--- src/design/sri_pkg.sv ---
// ----------------------------------------------------------------------------
// sri_pkg
// shared constants and types of the snapshot ring interpolator
// ----------------------------------------------------------------------------
`default_nettype none
package sri_pkg;
  localparam int SLOTS_DEF = 8;
  localparam int MAX_PLAYERS_DEF = 16;
  localparam int FRAC_BITS_DEF = 16;

  localparam logic [1:0] MODE_APPEND = 2'd0;
  localparam logic [1:0] MODE_COMMIT = 2'd1;
  localparam logic [1:0] MODE_QUERY  = 2'd2;

  typedef struct packed {
    logic start;
    logic [32:0] num;
    logic [32:0] den;
  } div_req_t;

  typedef struct packed {
    logic done;
    logic [32:0] quot;
  } div_rsp_t;
endpackage
`default_nettype wire

--- src/design/sri_div.sv ---
// ----------------------------------------------------------------------------
// sri_div
// restoring divider for the interpolation weight, one quotient bit per cycle
// ----------------------------------------------------------------------------
// num must be below den; the quotient is floor(num * 2^FRAC_BITS / den)
`default_nettype none
module sri_div #(
  parameter int FRAC_BITS = sri_pkg::FRAC_BITS_DEF
) (
  input  wire logic              clk,
  input  wire logic              rst,
  input  wire sri_pkg::div_req_t req,
  output sri_pkg::div_rsp_t      rsp
);
  import sri_pkg::*;
  logic [32:0] quot, den, rem;
  logic [5:0] cnt;
  logic run, fin;
  logic [33:0] shifted, trial;
  always_comb begin
    shifted = {rem, 1'b0};
    trial = shifted - {1'b0, den};
  end
  always_ff @(posedge clk) begin
    if (rst) begin
      run <= 1'b0;
      fin <= 1'b0;
    end else begin
      fin <= run && !req.start && (cnt == 6'd1);
      if (req.start) begin
        run <= 1'b1;
        quot <= '0;
        den <= req.den;
        rem <= req.num;
        cnt <= 6'(FRAC_BITS);
      end else if (run) begin
        if (!trial[33]) begin
          rem <= trial[32:0];
          quot <= {quot[31:0], 1'b1};
        end else begin
          rem <= shifted[32:0];
          quot <= {quot[31:0], 1'b0};
        end
        cnt <= cnt - 6'd1;
        if (cnt == 6'd1) run <= 1'b0;
      end
    end
  end
  assign rsp = '{done: fin, quot: quot};
endmodule
`default_nettype wire

--- config.mk ---
export PLATFORM = sky130hd
export DESIGN_NAME = sri_div
export DESIGN_NICKNAME = d
export VERILOG_FILES = /design/src/design/sri_pkg.sv /design/src/design/sri_div.sv
export SDC_FILE = /design/constraint.sdc
export NUM_CORES = 1
export LEC_CHECK = 0
export BUFFER_PORTS_ARGS = -buffer_cell sky130_fd_sc_hd__buf_2
export CAP_MARGIN = 20
export CORE_MARGIN = 2
export CORE_UTILIZATION = 57
export DETAILED_ROUTE_END_ITERATION = 6
export PLACE_DENSITY = 0.77
export SYNTH_ARGS = -nofsm -noshare
export SYNTH_HDL_FRONTEND = slang
export SYNTH_SLANG_ARGS = --single-unit
--- constraint.sdc ---
create_clock -name clk -period 6.99 [get_ports clk]
set_clock_uncertainty 0.15 [all_clocks]
set_input_delay 1.398 -clock clk [delete_from_list [all_inputs] [get_ports clk]]
set_output_delay 1.398 -clock clk [all_outputs]
set_load 0.005 [all_outputs]
# Yosys cells after proc, flatten, opt, wreduce, memory -nomap -nowiden
# Index checks and enable logic that the tools add are counted.
classes:
  reduce_logical: 6
  n_mux: 9
  n_bitwise: 1
  eq_ne: 1
  addsub: 2
ops:
  columns: ["cell", "count"]
  rows:
  - ["$mux W33", 4]
  - ["$sub A34 B33 Y34", 1]
  - ["$eq A6 B1 Y1 const B", 1]
  - ["$mux W6", 1]
  - ["$sub A6 B1 Y6 const B", 1]
  - ["$mux W1", 4]
  - ["$reduce_and A2 Y1", 2]
  - ["$logic_and A1 B1 Y1", 2]
  - ["$reduce_bool A2 Y1", 1]
  - ["$logic_not A1 Y1", 1]
  - ["$not A1 Y1", 1]
totals:
  word_cells: 25
  ff_bits: 107
  in_bits: 69

# Longest topological paths before layout
depth:
  depth_word: 4
  ltp_mapped: 12

# Worst setup path before layout
# OpenSTA, ideal clock, no wires.
synth_path:
  kind: "input to register"
  from: "input port req[66] in the netlist's numbering"
  to: "register cnt[0] (enable)"
  setup_slack_ns: 0.960
  t_arrival_ns: 5.378
  setup_ns: 0.502
  t_required_ns: 6.338
  cell_stages: 5
  path_buffers: 3
  cell_sequence: "clkbuf_1 > clkbuf_1 > clkbuf_1 > nor2_1 > nor2_1"
synth_between:
  elab_chain_cells: 2
synth_rtl:
  columns: ["element", "line_no", "source"]
  rows:
  - ["start: declaration", "sri_div.sv:12", "input wire sri_pkg::div_req_t req,"]
  - ["$reduce_bool A2 Y1 (no source line)", null, null]
  - ["$reduce_and A2 Y1 (no source line)", null, null]
  - ["end signal: assignment", "sri_div.sv:35", "cnt <= 6'(FRAC_BITS);"]
  - ["end signal: assignment", "sri_div.sv:44", "cnt <= cnt - 6'd1;"]
  - ["end: declaration", "sri_div.sv:17", "logic [5:0] cnt;"]
# Every way passes these cells.
# A chain may end at the register's enable or synchronous reset.

# Worst setup path in the final report
layout_path:
  from: "register rem[15]"
  to: "register rem[6], data pin"
layout_between:
  elab_chain_cells: 4
layout_rtl:
  columns: ["element", "line_no", "source"]
  rows:
  - ["start: declaration", "sri_div.sv:16", "logic [32:0] quot, den, rem;"]
  - ["start signal: assignment", "sri_div.sv:34", "rem <= req.num;"]
  - ["start signal: assignment", "sri_div.sv:38", "rem <= trial[32:0];"]
  - ["start signal: assignment", "sri_div.sv:41", "rem <= shifted[32:0];"]
  - ["$sub A34 B33 Y34", "sri_div.sv:22", "trial = shifted - {1'b0, den};"]
  - ["$mux W33", "sri_div.sv:37", "if (!trial[33]) begin"]
  - ["$mux W33", "sri_div.sv:36", "end else if (run) begin"]
  - ["$mux W33", "sri_div.sv:30", "if (req.start) begin"]
# Every way passes these cells. The select of a mux whose other input is x is not followed.

==> flow_summary.json <==
{
  "cts_resized": 0,
  "dr_total_vias": 5045,
  "utilization": 0.6642,
  "swShare": 0.3211,
  "setup_viol": 0,
  "drc": 0,
  "hold_buffers": 0,
  "status": "completed",
  "fmax_mhz": 248.5,
  "p_comb_frac": 0.291,
  "area_growth_pct": 12.87,
  "cp-start-kind": "flip-flop",
  "cts_sinks": 107,
  "std_cell_rows": 38,
  "die_y_um": 110.0,
  "cts_tree": "done",
  "die_width_um": 110.0,
  "postRouteAntennaNets": 0,
  "firstDrtPassIters": 5,
  "cp-end-kind": "flip-flop",
  "fin_crit_sh": 0.5757,
  "synth_area_leaders": "edfxtp_1 49%, ha_1 6.6%, nor2b_1 3.6%",
  "ys_ff_latch": 107,
  "hp-class": "reg2reg",
  "synth.distinct_cells": 73,
  "syn_nets": 695,
  "finalMaxSlewViolations": 0,
  "synth_area_leader_cell": "edfxtp_1",
  "multi_input_area_mm2": 0.002920,
  "wire_per_inst_um": 18.02,
  "slew_headroom": 0.3204,
  "drv_cap": 0,
  "ys_warn_count": 0,
  "grt_pass1_wl_um": 23740,
  "intPower_mw": 1.177,
  "nets": 783,
  "gp_congestion": 0.8943,
  "clkSlewWorstSetupHoldPaths_ns": 0.11,
  "finalSetupTns_ns": 0,
  "cts_buffers": 9,
  "total_leakage_power_nw": 2.857,
  "synth.cell_area_mm2": 0.006407,
  "power_density_mw_per_mm2": 239.8,
  "avgSynthCellArea_um2": 10.84,
  "clk_latency_ns": 0.40,
  "diodes": 0,
  "antenna_found_initial": 0,
  "drt_iter0_drc": 323,
  "synth_edf_count": 105,
  "io_pins": 103,
  "nFillCells": 857,
  "place_hpwl_um": 10540,
  "wirelength_um": 14850,
  "start_util": 0.5885,
  "seq_power_share": 0.460,
  "required_ns": 6.95,
  "drive_above_1_share": 0.2237,
  "clock_path_buffers": 2,
  "crit_path_max_fanout": 14,
  "vdd.ir_drop.worst_mv": 0.1638,
  "io_buffers": 102,
  "rsz0062_at_grt": "false",
  "crit_type": "reg2reg",
  "h-tree-depth": 3,
  "vias_per_cell": 6.123,
  "clock-root-buffer": "clkbuf_8",
  "async_reset_ff_frac": 0,
  "grt_max_degree": 58,
  "ys_seq_area_frac": 0.4983,
  "max_slew.worst_pin.slew_ns": 1.018,
  "track_usage": 0.2567,
  "grt-ovfl-total": 0,
  "pwr-share-clk": 0.248,
  "ff_latch_area_mm2": 0.003193,
  "finalHoldViolCount": 0,
  "die-area_mm2": 0.01211,
  "switchingPower_mw": 0.5570,
  "cts_setup_buffers": 0,
  "p_total_mw": 1.734,
  "fin_crit_ns": 4.024,
  "synth_top_area_frac": 0.4921,
  "critPathArrivalTime_ns": 3.98,
  "grt_pass1_vias": 4984,
  "coreArea_mm2": 0.01089,
  "netlist_instances": 591,
  "synth_flop_cell": "edfxtp_1"
}
power groups by stage:
| stage | Sequential (mW) | Clock, mW | Combinational, mW |
|---|---|---|---|
| 6_report | 0.798 | 0.431 | 0.505 |
| 5_1_grt | 0.803 | 0.458 | 0.556 |
| 4_1_cts | 0.798 | 0.435 | 0.498 |
| 3_5_place_dp | 0.811 | 0 | 0.495 |
| 3_3_place_gp | 0.809 | 0 | 0.480 |
| 2_1_floorplan | 0.808 | 0 | 0.376 |
final cells by class:
cell class / count / share of cell area
clock inverter: 7 / 0.01349
sequential: 107 / 0.4415
tap: 140 / 0.02422
inverter: 39 / 0.02024
timing repair buffer: 108 / 0.07958
clock buffer: 9 / 0.01713
multi-input combinational: 414 / 0.4038
stage by stage:
step | area (um^2) | setup WS [ns] | instances | hold slack [ns]
CTS | 7232 | 3.076 | 824 | 0.3686
global route | 7232 | 2.717 | 824 | 0.3848
floorplan | 6407 | 0.9601 | 591 | 0.3103
detailed placement | 7010 | 3.061 | 808 | 0.3403
global placement | 6983 | 3.114 | 807 | 0.3280
finish | 7232 | 2.966 | 824 | 0.3655
layer usage:
metal | global-route usage | share of wire
met4 | 0.09675 | 0.017
met5 | 0 | 0
met3 | 0.06584 | 0.070
met1 | 0.3345 | 0.43
met2 | 0.4132 | 0.49
worst paths after layout:
| kind | start | to | slack [ns] | cells after the start |
|---|---|---|---|---|
| max reg2reg | rem[15] | rem[6] | 2.97 | 10 |
| min | run | fin | 0.37 | 2 |
| min reg2reg | run | fin | 0.37 | 2 |
| max | rem[15] | rem[6] | 2.97 | 10 |
cell usage in the layout, fill, tap and decap left out, types with 5 or more instances in the layout:
master,count
a211oi_1,6
a21o_1,11
a21oi_1,36
a31oi_1,13
a41oi_1,7
and2_1,12
buf_2,102
buf_4,5
clkbuf_8,9
edfxtp_1,105
ha_1,34
inv_1,38
nand2_1,37
nand3_1,19
nand4_1,14
nor2_1,33
nor2b_1,37
nor3_1,8
o211ai_1,7
o21ai_0,31
o311ai_2,7
xnor2_1,20
xor2_1,8
kinds of logic (layout without fill, tap and decap cells):
family                   after synthesis  count (layout)  share of synthesized area
AND/OR/NAND/NOR                      181             181                     0.1468
AO/OA/AOI/OAI                        170             170                     0.1990
flip-flops                           107             107                     0.4983
buffers and inverters                 70             163                    0.04804
adder cells (fa/ha/maj)               35              35                    0.06952
XOR/XNOR                              28              28                    0.03827
worst max-delay path: stages (launching register included):
cell      delay (ns)
edfxtp_1        0.41
ha_1            0.36
a21oi_1         0.32
o21ai_0         0.16
nor3_1          0.23
nand3_1         0.18
a31oi_1         0.38
o22ai_1         0.27
buf_4           0.23
nor2_2          0.77
o311ai_0        0.24
synthesized netlist by cell type (all sizes together), types with 4 or more instances:
master / count
xnor2: 20
and2: 12
ha: 34
edfxtp: 105
o21a: 5
clkbuf: 21
o311ai: 13
nand4: 15
nand2: 37
a211oi: 7
a41oi: 8
buf: 10
inv: 39
a21oi: 37
o211ai: 7
nor2b: 37
nor3: 8
or3: 4
xor2: 8
o21ai: 36
nor2: 36
o31ai: 4
a31oi: 13
a21o: 11
nand3: 19
flip-flops by register name (all words and copies together) (netlist names):
name,flops
den,33
quot,33
rem,33
cnt,6
fin,1
run,1
Power figures use the tool's default switching activity.
